===== config.mk =====
export PLATFORM = sky130hd
export DESIGN_NAME = noise_burst_mixer
export DESIGN_NICKNAME = d
export VERILOG_FILES = /design/src/rtl/core/nbm_pkg.sv /design/src/rtl/core/nbm_mul.sv /design/src/rtl/core/noise_burst_mixer.sv
export VERILOG_INCLUDE_DIRS = /design/src /design/src/rtl/core
export SDC_FILE = /design/constraint.sdc
export NUM_CORES = 2
export LEC_CHECK = 0
export BUFFER_PORTS_ARGS = -buffer_cell sky130_fd_sc_hd__buf_2
export CAP_MARGIN = 25
export CORE_UTILIZATION = 40
export CTS_CLUSTER_SIZE = 10
export DETAILED_ROUTE_END_ITERATION = 10
export PLACE_DENSITY = 0.67
export SYNTH_ARGS = -nofsm -noshare
export SYNTH_HDL_FRONTEND = slang
export SYNTH_HIERARCHICAL = 1
export SYNTH_SLANG_ARGS = --single-unit
export TNS_END_PERCENT = 100

===== constraint.sdc =====
create_clock -name clk -period 12.1 [get_ports clk]
set_input_delay 3.63 -clock clk [delete_from_list [all_inputs] [get_ports clk]]
set_output_delay 3.63 -clock clk [all_outputs]
set_load 0.005 [all_outputs]

===== src/rtl/core/noise_burst_mixer_macros.svh =====
// ---------------------------------------------------------------------------
// Noise burst mixer assertion macros
// Concurrent check wrappers that compile away in synthesis builds.
// ---------------------------------------------------------------------------
`ifndef NOISE_BURST_MIXER_MACROS_SVH
`define NOISE_BURST_MIXER_MACROS_SVH
`ifndef SYNTHESIS
`define NBM_ASSERT(label, prop) \
	label: assert property (@(posedge clk) disable iff (!arst_n) prop) \
		else $error("noise_burst_mixer check failed");
`define NBM_ASSERT_NEXT(label, ante, cons) \
	label: assert property (@(posedge clk) disable iff (!arst_n) (ante) |=> (cons)) \
		else $error("noise_burst_mixer check failed");
`else
`define NBM_ASSERT(label, prop)
`define NBM_ASSERT_NEXT(label, ante, cons)
`endif
`endif


===== src/rtl/core/nbm_pkg.sv =====
// ---------------------------------------------------------------------------
// Noise burst mixer package
// Slot count, fixed-point constants, command and register codes, state type.
// ---------------------------------------------------------------------------
package nbm_pkg;

	localparam int NUM_SLOTS = 8;
	localparam int SLOT_W    = (NUM_SLOTS > 1) ? $clog2(NUM_SLOTS) : 1;
	localparam int ACC_W     = 18 + SLOT_W;

	localparam int MUL_A_W = 33;
	localparam int MUL_B_W = 22;
	localparam int MUL_P_W = MUL_A_W + MUL_B_W;

	localparam logic [15:0] AMOUNT_FLOOR   = 16'd6;
	localparam logic [15:0] PICK_MIN_LEVEL = 16'd3277;
	localparam logic [15:0] MIN_LIMIT      = 16'd32;

	localparam logic [15:0] PICK_GAIN    = 16'd26214;
	localparam logic [15:0] SQUEAK_GAIN  = 16'd16384;
	localparam logic [15:0] THUMP_GAIN   = 16'd19661;
	localparam logic [15:0] PICK_DECAY   = 16'd64553;
	localparam logic [15:0] SQUEAK_DECAY = 16'd65012;
	localparam logic [15:0] THUMP_DECAY  = 16'd63570;

	localparam logic [20:0] LCG_MUL = 21'd1664525;
	localparam logic [31:0] LCG_ADD = 32'd1013904223;

	typedef enum logic [1:0] {
		CMD_TICK   = 2'd0,
		CMD_PICK   = 2'd1,
		CMD_SQUEAK = 2'd2,
		CMD_THUMP  = 2'd3
	} cmd_t;

	typedef enum logic [2:0] {
		REG_ENABLE_MASK   = 3'd0,
		REG_AMOUNT        = 3'd1,
		REG_PICK_LENGTH   = 3'd2,
		REG_SQUEAK_LENGTH = 3'd3,
		REG_THUMP_LENGTH  = 3'd4,
		REG_MAX_LENGTH    = 3'd5,
		REG_NOISE_SEED    = 3'd6
	} reg_index_t;

	typedef enum logic [3:0] {
		ST_IDLE,
		ST_T_MUL1,
		ST_T_MUL2,
		ST_T_WR,
		ST_CHECK,
		ST_NOISE,
		ST_PROD,
		ST_DECAY,
		ST_FIN
	} state_t;

endpackage


===== src/rtl/core/nbm_mul.sv =====
// ---------------------------------------------------------------------------
// Noise burst mixer multiplier
// Shared signed multiplier with a registered product.
// ---------------------------------------------------------------------------
module nbm_mul (
	input  logic                                clk,
	input  logic signed [nbm_pkg::MUL_A_W-1:0] a,
	input  logic signed [nbm_pkg::MUL_B_W-1:0] b,
	output logic signed [nbm_pkg::MUL_P_W-1:0] p
);
	import nbm_pkg::*;

	logic signed [MUL_P_W-1:0] p_q;

	always_ff @(posedge clk) begin
		p_q <= MUL_P_W'(a) * MUL_P_W'(b);
	end

	assign p = p_q;

endmodule


===== src/rtl/core/noise_burst_mixer.sv =====
// A trigger is accepted, scaled by two multiplies and written to a slot; a tick visits every
// slot, runs noise, product and decay steps for active ones, and skips slots when amount is off.
// Requests are taken one at a time; the single shared multiplier sets the pace.
// A finished result may wait in the output register while the next request is taken.
// Reset (arst_n low, asynchronous) clears all slots and write_slot, restores register
// defaults and loads the noise generator with the default seed of zero.
// ---------------------------------------------------------------------------
// Noise burst mixer
// Mixes decaying filtered noise bursts, held in a ring of slots, into a sample stream.
// ---------------------------------------------------------------------------
`include "noise_burst_mixer_macros.svh"

module noise_burst_mixer (
	input  logic        clk,
	input  logic        arst_n,
	input  logic        s_tvalid,
	output logic        s_tready,
	input  logic [31:0] s_tdata,   // level [15:0], sample_in [31:16]
	input  logic [1:0]  s_tuser,   // cmd [1:0]
	output logic        m_tvalid,
	input  logic        m_tready,
	output logic [15:0] m_tdata,   // sample_out [15:0]
	output logic        m_tuser,   // clipped [0]
	input  logic        cfg_we,
	input  logic [2:0]  cfg_index,
	input  logic [31:0] cfg_data
);
	import nbm_pkg::*;

	logic [2:0]  enable_mask_q;
	logic [15:0] amount_q;
	logic [15:0] pick_length_q;
	logic [15:0] squeak_length_q;
	logic [15:0] thump_length_q;
	logic [15:0] max_length_q;
	logic [31:0] noise_q;

	logic [15:0]        amp_q    [NUM_SLOTS];
	logic [15:0]        decay_q  [NUM_SLOTS];
	logic [15:0]        remain_q [NUM_SLOTS];
	logic signed [15:0] filter_q [NUM_SLOTS];
	logic [SLOT_W-1:0]  write_slot_q;
	logic [SLOT_W-1:0]  idx_q;

	state_t state_q, state_d;
	cmd_t   cmd_q;
	logic [15:0]             level_q;
	logic signed [ACC_W-1:0] acc_q;
	logic                    out_valid_q;
	logic [15:0]             out_data_q;
	logic                    out_clip_q;

	logic signed [MUL_A_W-1:0] mul_a;
	logic signed [MUL_B_W-1:0] mul_b;
	logic signed [MUL_P_W-1:0] mul_p;

	logic        accept;
	logic        amount_on;
	logic        kind_on;
	logic        slot_busy;
	logic        is_last;
	logic        out_free;
	logic [15:0] level_c;
	logic [15:0] gain_c;
	logic [15:0] decay_c;
	logic [15:0] len_c;
	logic [15:0] limit_c;
	logic [15:0] len_lim;
	logic [SLOT_W-1:0] write_slot_next;

	logic [31:0]        noise_next;
	logic signed [15:0] noise_val;
	logic signed [16:0] filter_sum;
	logic signed [15:0] filter_new;
	logic signed [16:0] contrib;

	nbm_mul u_mul (
		.clk (clk),
		.a   (mul_a),
		.b   (mul_b),
		.p   (mul_p)
	);

	assign accept    = s_tvalid && s_tready;
	assign amount_on = amount_q > AMOUNT_FLOOR;
	assign is_last   = idx_q == SLOT_W'(NUM_SLOTS - 1);
	assign out_free  = !out_valid_q || m_tready;
	assign slot_busy = (NUM_SLOTS == 1) && (remain_q[write_slot_q] != 16'd0);
	assign write_slot_next = (write_slot_q == SLOT_W'(NUM_SLOTS - 1)) ? '0
		: write_slot_q + SLOT_W'(1);

	always_comb begin
		unique case (cmd_t'(s_tuser))
			CMD_PICK:   kind_on = enable_mask_q[0];
			CMD_SQUEAK: kind_on = enable_mask_q[1];
			CMD_THUMP:  kind_on = enable_mask_q[2];
			default:    kind_on = 1'b0;
		endcase
	end

	always_comb begin
		level_c = level_q;
		unique case (cmd_q)
			CMD_PICK: begin
				gain_c  = PICK_GAIN;
				decay_c = PICK_DECAY;
				len_c   = pick_length_q;
				if (level_q < PICK_MIN_LEVEL) begin
					level_c = PICK_MIN_LEVEL;
				end
			end
			CMD_SQUEAK: begin
				gain_c  = SQUEAK_GAIN;
				decay_c = SQUEAK_DECAY;
				len_c   = squeak_length_q;
			end
			default: begin
				gain_c  = THUMP_GAIN;
				decay_c = THUMP_DECAY;
				len_c   = thump_length_q;
			end
		endcase
		limit_c = (max_length_q < MIN_LIMIT) ? MIN_LIMIT : max_length_q;
		len_lim = (len_c > limit_c) ? limit_c : len_c;
	end

	assign noise_next = mul_p[31:0] + LCG_ADD;
	assign noise_val  = {~noise_next[31], noise_next[30:16]};
	assign filter_sum = 17'(filter_q[idx_q]) + 17'(noise_val);
	assign filter_new = filter_sum[16:1];
	assign contrib    = mul_p[32:16];

	always_ff @(posedge clk or negedge arst_n) begin
		if (!arst_n) begin
			state_q <= ST_IDLE;
		end else begin
			state_q <= state_d;
		end
	end

	always_comb begin
		state_d  = state_q;
		s_tready = 1'b0;
		mul_a    = '0;
		mul_b    = '0;
		unique case (state_q)
			ST_IDLE: begin
				s_tready = 1'b1;
				if (accept) begin
					if (cmd_t'(s_tuser) == CMD_TICK) begin
						state_d = amount_on ? ST_CHECK : ST_FIN;
					end else if (kind_on && amount_on && !slot_busy) begin
						state_d = ST_T_MUL1;
					end
				end
			end
			ST_T_MUL1: begin
				mul_a   = MUL_A_W'({1'b0, level_c});
				mul_b   = MUL_B_W'({1'b0, gain_c});
				state_d = ST_T_MUL2;
			end
			ST_T_MUL2: begin
				mul_a   = MUL_A_W'({1'b0, mul_p[31:16]});
				mul_b   = MUL_B_W'({1'b0, amount_q});
				state_d = ST_T_WR;
			end
			ST_T_WR: begin
				state_d = ST_IDLE;
			end
			ST_CHECK: begin
				if (remain_q[idx_q] == 16'd0) begin
					state_d = is_last ? ST_FIN : ST_CHECK;
				end else begin
					mul_a   = MUL_A_W'({1'b0, noise_q});
					mul_b   = MUL_B_W'({1'b0, LCG_MUL});
					state_d = ST_NOISE;
				end
			end
			ST_NOISE: begin
				mul_a   = MUL_A_W'(filter_new);
				mul_b   = MUL_B_W'({1'b0, amp_q[idx_q]});
				state_d = ST_PROD;
			end
			ST_PROD: begin
				mul_a   = MUL_A_W'({1'b0, amp_q[idx_q]});
				mul_b   = MUL_B_W'({1'b0, decay_q[idx_q]});
				state_d = ST_DECAY;
			end
			ST_DECAY: begin
				state_d = is_last ? ST_FIN : ST_CHECK;
			end
			ST_FIN: begin
				if (out_free) begin
					state_d = ST_IDLE;
				end
			end
			default: begin
				state_d = ST_IDLE;
			end
		endcase
	end

	always_ff @(posedge clk or negedge arst_n) begin
		if (!arst_n) begin
			enable_mask_q   <= 3'd0;
			amount_q        <= 16'd0;
			pick_length_q   <= 16'd960;
			squeak_length_q <= 16'd2400;
			thump_length_q  <= 16'd1440;
			max_length_q    <= 16'd4096;
			noise_q         <= 32'd0;
		end else begin
			if (state_q == ST_NOISE) begin
				noise_q <= noise_next;
			end
			if (cfg_we) begin
				unique case (reg_index_t'(cfg_index))
					REG_ENABLE_MASK:   enable_mask_q   <= cfg_data[2:0];
					REG_AMOUNT:        amount_q        <= cfg_data[15:0];
					REG_PICK_LENGTH:   pick_length_q   <= cfg_data[15:0];
					REG_SQUEAK_LENGTH: squeak_length_q <= cfg_data[15:0];
					REG_THUMP_LENGTH:  thump_length_q  <= cfg_data[15:0];
					REG_MAX_LENGTH:    max_length_q    <= cfg_data[15:0];
					REG_NOISE_SEED:    noise_q         <= cfg_data;
					default: ;
				endcase
			end
		end
	end

	always_ff @(posedge clk or negedge arst_n) begin
		if (!arst_n) begin
			for (int i = 0; i < NUM_SLOTS; i++) begin
				amp_q[i]    <= 16'd0;
				decay_q[i]  <= 16'd0;
				remain_q[i] <= 16'd0;
				filter_q[i] <= 16'sd0;
			end
			write_slot_q <= '0;
			idx_q        <= '0;
		end else begin
			unique case (state_q)
				ST_IDLE: begin
					idx_q <= '0;
				end
				ST_T_WR: begin
					amp_q[write_slot_q]    <= mul_p[31:16];
					decay_q[write_slot_q]  <= decay_c;
					remain_q[write_slot_q] <= len_lim;
					filter_q[write_slot_q] <= 16'sd0;
					write_slot_q           <= write_slot_next;
				end
				ST_CHECK: begin
					if (remain_q[idx_q] == 16'd0 && !is_last) begin
						idx_q <= idx_q + SLOT_W'(1);
					end
				end
				ST_NOISE: begin
					filter_q[idx_q] <= filter_new;
				end
				ST_DECAY: begin
					amp_q[idx_q]    <= mul_p[31:16];
					remain_q[idx_q] <= remain_q[idx_q] - 16'd1;
					if (!is_last) begin
						idx_q <= idx_q + SLOT_W'(1);
					end
				end
				default: ;
			endcase
		end
	end

	always_ff @(posedge clk) begin
		if (accept) begin
			cmd_q   <= cmd_t'(s_tuser);
			level_q <= s_tdata[15:0];
			acc_q   <= ACC_W'($signed(s_tdata[31:16]));
		end else if (state_q == ST_PROD) begin
			acc_q <= acc_q + ACC_W'(contrib);
		end
	end

	always_ff @(posedge clk or negedge arst_n) begin
		if (!arst_n) begin
			out_valid_q <= 1'b0;
		end else if (state_q == ST_FIN && out_free) begin
			out_valid_q <= 1'b1;
		end else if (m_tready) begin
			out_valid_q <= 1'b0;
		end
	end

	always_ff @(posedge clk) begin
		if (state_q == ST_FIN && out_free) begin
			if (acc_q > ACC_W'(32767)) begin
				out_data_q <= 16'h7fff;
				out_clip_q <= 1'b1;
			end else if (acc_q < -ACC_W'(32768)) begin
				out_data_q <= 16'h8000;
				out_clip_q <= 1'b1;
			end else begin
				out_data_q <= acc_q[15:0];
				out_clip_q <= 1'b0;
			end
		end
	end

	assign m_tvalid = out_valid_q;
	assign m_tdata  = out_data_q;
	assign m_tuser  = out_clip_q;

	`NBM_ASSERT(a_clip_extreme,
		(m_tvalid && m_tuser) |-> (m_tdata == 16'h7fff || m_tdata == 16'h8000))
	`NBM_ASSERT_NEXT(a_trigger_no_result,
		s_tvalid && s_tready && s_tuser != CMD_TICK, !$rose(m_tvalid))
	`NBM_ASSERT(a_result_from_fin, $rose(m_tvalid) |-> $past(state_q == ST_FIN))

endmodule

# After elaboration in Yosys (flattened, before gate mapping)
# Index checks and enable logic that the tools add are counted.
word_totals:
  register_bits: 727
  inputBits: 74
  output_inout_bits: 19
  wordCells: 182
op_classes:
  addsub: 6
  n_mul: 1
  magnitude_cmp: 10
  n_eq_ne: 26
  n_mux: 59
  n_bitwise: 5
  n_reduce_logical: 26
ops:
  columns: ["cell", "n"]
  rows:
  - ["$bwmux W128", 6]
  - ["$pmux W128 S2", 3]
  - ["$mux W16", 15]
  - ["$bmux W16 S3", 4]
  - ["$pmux W33 S5", 1]
  - ["$and A128 B128 Y128", 1]
  - ["$mux W32", 4]
  - ["$not A128 Y128", 1]
  - ["$pmux W21 S5", 1]
  - ["$demux W16 S3", 2]
  - ["$mux W21", 3]
  - ["$mul A33 B22 Y33", 1]
  - ["$add A32 B30 Y32 const B", 1]
  - ["$pmux W16 S2", 1]
  - ["$pmux W4 S8", 1]
  - ["$mux W4", 7]
  - ["$pmux W14 S2", 1]
  - ["$pmux W11 S2", 1]
  - ["$add A21 B17 Y21", 1]
  - ["$gt A21 B16 Y1 const B", 1]
  - ["$lt A21 B16 Y1 const B", 1]
  - ["$add A16 B16 Y17", 1]
  - ["$eq A4 B3 Y1 const B", 4]
  - ["$gt A16 B16 Y1", 1]
  - ["other kinds (34)", 70]

# Depth between registers and ports, before layout
logic_depth:
  ltp_word: 8
  depth_mapped: 44
  ltp_nobuf: 40

# Cells and area by module
# Netlist, hierarchy kept.
modules_own_cells:
  columns: ["module", "n_inst", "cells_each", "area_per_inst_um2", "seq_area_each_um2"]
  rows:
  - ["noise_burst_mixer", 1, 3309, 31746.7, 15661.3]
  - ["nbm_mul", 1, 2878, 26442.9, 1101.1]

# Worst setup path after synthesis
# Ideal clock, no wire load.
synth_path:
  kind: "register to register"
  from: "reg idx_q[2]"
  to: "reg, netlist name u_mul/p[52]"
  setup_time_ns: 0.122
  t_arrival_ns: 11.099
  required_ns: 11.978
  slack_ns: 0.879
  stages_incl_launch_ff: 41
  n_path_buf: 9
  period_less_slack_ns: 11.221
  path_cell_list: "dfrtp_1 buf_2 buf_2 buf_1 buf_2 nand2_1 clkbuf_1 o221ai_1 nor3_1 fa_1 a21o_1 a21oi_1 o21ai_0 and3_1 o21ai_0 a32o_1 clkbuf_1 and2_1 [5 not listed] fa_1 fa_1 inv_1 fa_1 inv_1 fa_1 fa_1 fa_1 inv_1 fa_1 inv_1 ha_1 or2_2 a21oi_1 a21oi_2 a311oi_2 nor3_1 a311o_1"
synth_rtl:
  columns: ["item", "line", "text"]
  rows:
  - ["from (decl)", "noise_burst_mixer.sv:43", "logic [SLOT_W-1:0] idx_q;"]
  - ["from (signal assigned)", "noise_burst_mixer.sv:255", "idx_q <= idx_q + SLOT_W'(1);"]
  - ["from (signal assigned)", "noise_burst_mixer.sv:265", "idx_q <= idx_q + SLOT_W'(1);"]

# Worst setup path in the final report
layout_path:
  from: "reg u_mul.p_q[0], in the netlist u_mul/p[0]"
  to: "reg u_mul.p_q[31], in the netlist u_mul/p[31]"
layout_via:
  elab_chain_cells: 5
layout_lines:
  columns: ["item", "line", "text"]
  rows:
  - ["from (decl)", "nbm_mul.sv:13", "logic signed [MUL_P_W-1:0] p_q;"]
  - ["from (signal assigned)", "nbm_mul.sv:16", "p_q <= MUL_P_W'(a) * MUL_P_W'(b);"]
  - ["$add A32 B30 Y32 (*)", "noise_burst_mixer.sv:127", "assign noise_next = mul_p[31:0] + LCG_ADD;"]
  - ["$not A1 Y1", "noise_burst_mixer.sv:128", "assign noise_val = {~noise_next[31], noise_next[30:16]};"]
  - ["$add A16 B16 Y17 (*)", "noise_burst_mixer.sv:129", "assign filter_sum = 17'(filter_q[idx_q]) + 17'(noise_val);"]
  - ["$pmux W33 S5 (*)", "noise_burst_mixer.sv:146", "unique case (state_q)"]
  - ["net mul_a[18]", "noise_burst_mixer.sv:53", "logic signed [MUL_A_W-1:0] mul_a;"]
  - ["$mul A33 B22 Y33 (*)", "nbm_mul.sv:16", null]
# The timed path passes the listed nets; every way through them passes the cells marked *.
# A chain may end at the register's enable or synchronous reset.

==> metrics.md <==
| Metric | Value |
|---|---|
| Status | finished clean |
| Gr usage total | 0.2691 |
| CTS Buf Count | 77 |
| Hold_ws | between 0.4 and 0.5 ns |
| Setup Skew | around 0.029 ns |
| Setup violators final | 0 |
| Worst Setup Path Type | reg -> reg |
| Final hold viol count | 0 |
| Root Driver | clkbuf_16 |
| CP Capture Type | register |
| Maxcap violations | 0 |
| Initial core utilization | 0.4039 |
| Max clock buf depth | 3 |
| Fillers | ~11000 |
| Fmax | between 0.08 and 0.09 GHz |
| Yosys warnings | 6 |
| Worst-skew pair later-pin latency | ~0.64 ns |
| Setup tns final | 0 ns |
| Max-slew headroom at the worst pin | 0.2210 |
| IO Port Bufs | between 90 and 100 |
| Mapped Cells | approximately 5100 |
| Initial DRC count | around 5000 |
| CP startpoint kind | register |
| Worst EP arrival | 11.99 ns |
| Nets@finish | about 5800 |
| Post-route cell area | between 0.05 and 0.06 mm^2 |
| CTS sink count | 647 |
| GRT overflow | 0 |
| Global-route wire length before repair | 248.7 mm |
| Die width | about 350 um |
| Worst-margin pin slew | 1.166 ns |
| Layout cells sized above 1 | 0.1037 |
| DP HPWL | 115.9 mm |
| H-tree depth | 3 |
| TritonCTS clock tree | yes |
| Routed length per instance | roughly 24 um |
| Router iterations before antenna repair | 10 |
| Max-slew violation count | 0 |
| DR vias | roughly 40000 |
| Slowest CP cell | nor4b_1 |
| Die Area | around 0.12 mm^2 |
| Hold Crit Class | reg -> reg |
| Die Span Y | between 300 and 400 um |
| Syn avg cell area | ~9.3 um^2 |
| Vias in the first global route | 39740 |
| CP max stage delay | around 0.61 ns |
| Fin crit share | 0.9475 |
| RSZ-0062 raised after global routing | no |
| Worst-path fanout max | 18 |
| Post-route DRC | 0 |
| Final cell count without fillers | 6688 |
| Post-Route WL | ~160 mm |
| Final min period | roughly 11 ns |
| Post-Syn Area | about 0.048 mm^2 |
| Most used cell, CP | fa_1 |
| Initial antenna violation count | 4 |
| Clk slew on worst S/H paths | 0.06 ns |
| Dpl cells | about 6500 |
| GP Congestion | approximately 0.96 |
| CP Data Required Time | around 13 ns |
| Routed Antenna Nets | 0 |
| Core ar. | approximately 0.12 mm^2 |
| Largest net degree at the start of global routing | between 150 and 200 |
| FP Rows | about 130 |
| Via/cell ratio | 5.951 |
| Placed Instance Area | about 0.050 mm^2 |
| # IOs | 93 |
| Area delta synth->final | 10.03% |
sequential cells by signal, summed over array words and instances (netlist names):
name	count
acc_q	21
amount_q	16
amp_q	128
cmd_q	2
decay_q	48
enable_mask_q	3
filter_q	128
idx_q	3
level_q	16
m_tdata	16
m_tuser	1
m_tvalid	1
max_length_q	16
noise_q	32
pick_length_q	16
remain_q	128
squeak_length_q	16
state_q	4
thump_length_q	16
u_mul/p	33
write_slot_q	3
routing by layer:
layer,vias to the layer above,part of all wire,track usage
li1,17000,-,-
met3,474,0.11,0.05974
met5,-,0.00017,0
met4,4,0.050,0.1192
met2,2338,0.44,0.4077
met1,19990,0.40,0.3687
metrics by stage:
stage                       util  setup WS (ns)
after global routing      0.4444        0.03594
after floorplan                -          1.775
after detailed placement  0.4237         0.8304
after CTS                 0.4434         0.8060
final                     0.4444         0.6356
after global placement    0.4227         0.9763
layout make-up:
cell class	instances	area (um^2)	share of cell area
repair buffers	241	1732	0.03295
well taps	1536	1922	0.03657
inverters	520	1952	0.03714
multi-input cells	3610	28280	0.5382
clock inverters	4	46.29	0.0008810
flip-flops and latches	647	16330	0.3107
diodes	3	7.507	0.0001429
clock buffers	127	2282	0.04343
what timing repair did:
action | 4_1_cts | 5_1_grt
setup buffers | 0 | 0
hold buffers | 0 | 0
setup endpoints to repair | 0 | 1
gates resized for setup | 0 | 1
path summary, 6_finish.rpt:
path / slack (ns) / start / depth (start not counted) / endpoint
max: 0.64 / u_mul/p[0]$_DFF_P_ / 37 / u_mul/p[31]$_DFF_P_
min: 0.46 / amp_q[98]$_DFFE_PN0P_ / 2 / amp_q[98]$_DFFE_PN0P_
max reg2reg: 0.64 / u_mul/p[0]$_DFF_P_ / 37 / u_mul/p[31]$_DFF_P_
min reg2reg: 0.46 / amp_q[98]$_DFFE_PN0P_ / 2 / amp_q[98]$_DFFE_PN0P_
max in group asynchronous: 7.43 / arst_n / 2 / amp_q[20]$_DFFE_PN0P_
min in group asynchronous: 3.07 / arst_n / 1 / remain_q[50]$_DFFE_PN0P_
layout by cell type (no fill, tap or decap), types with 122 or more instances in the layout:
cell and instances:
buf_4 137, a22oi_1 122, nand3_1 173, a21oi_1 179, nor2_1 228, a22o_1 135, ha_1 174, nand2_1 883
fa_1 416, and2_1 226, dfrtp_1 542, inv_1 518, o21ai_0 218
critical path, delay by kind of cell, from the launching register on:
kind	cells	cell delay [ns]
AND/OR/NAND/NOR	11	2.58
flip-flops	1	0.33
adder cells (fa/ha/maj)	10	4.64
XOR/XNOR	2	0.61
AO/OA/AOI/OAI	9	2.75
buffers and inverters	5	0.46
Power is not shown: default switching activity piles up to over one toggle a cycle in this logic, so the estimate is an artifact.
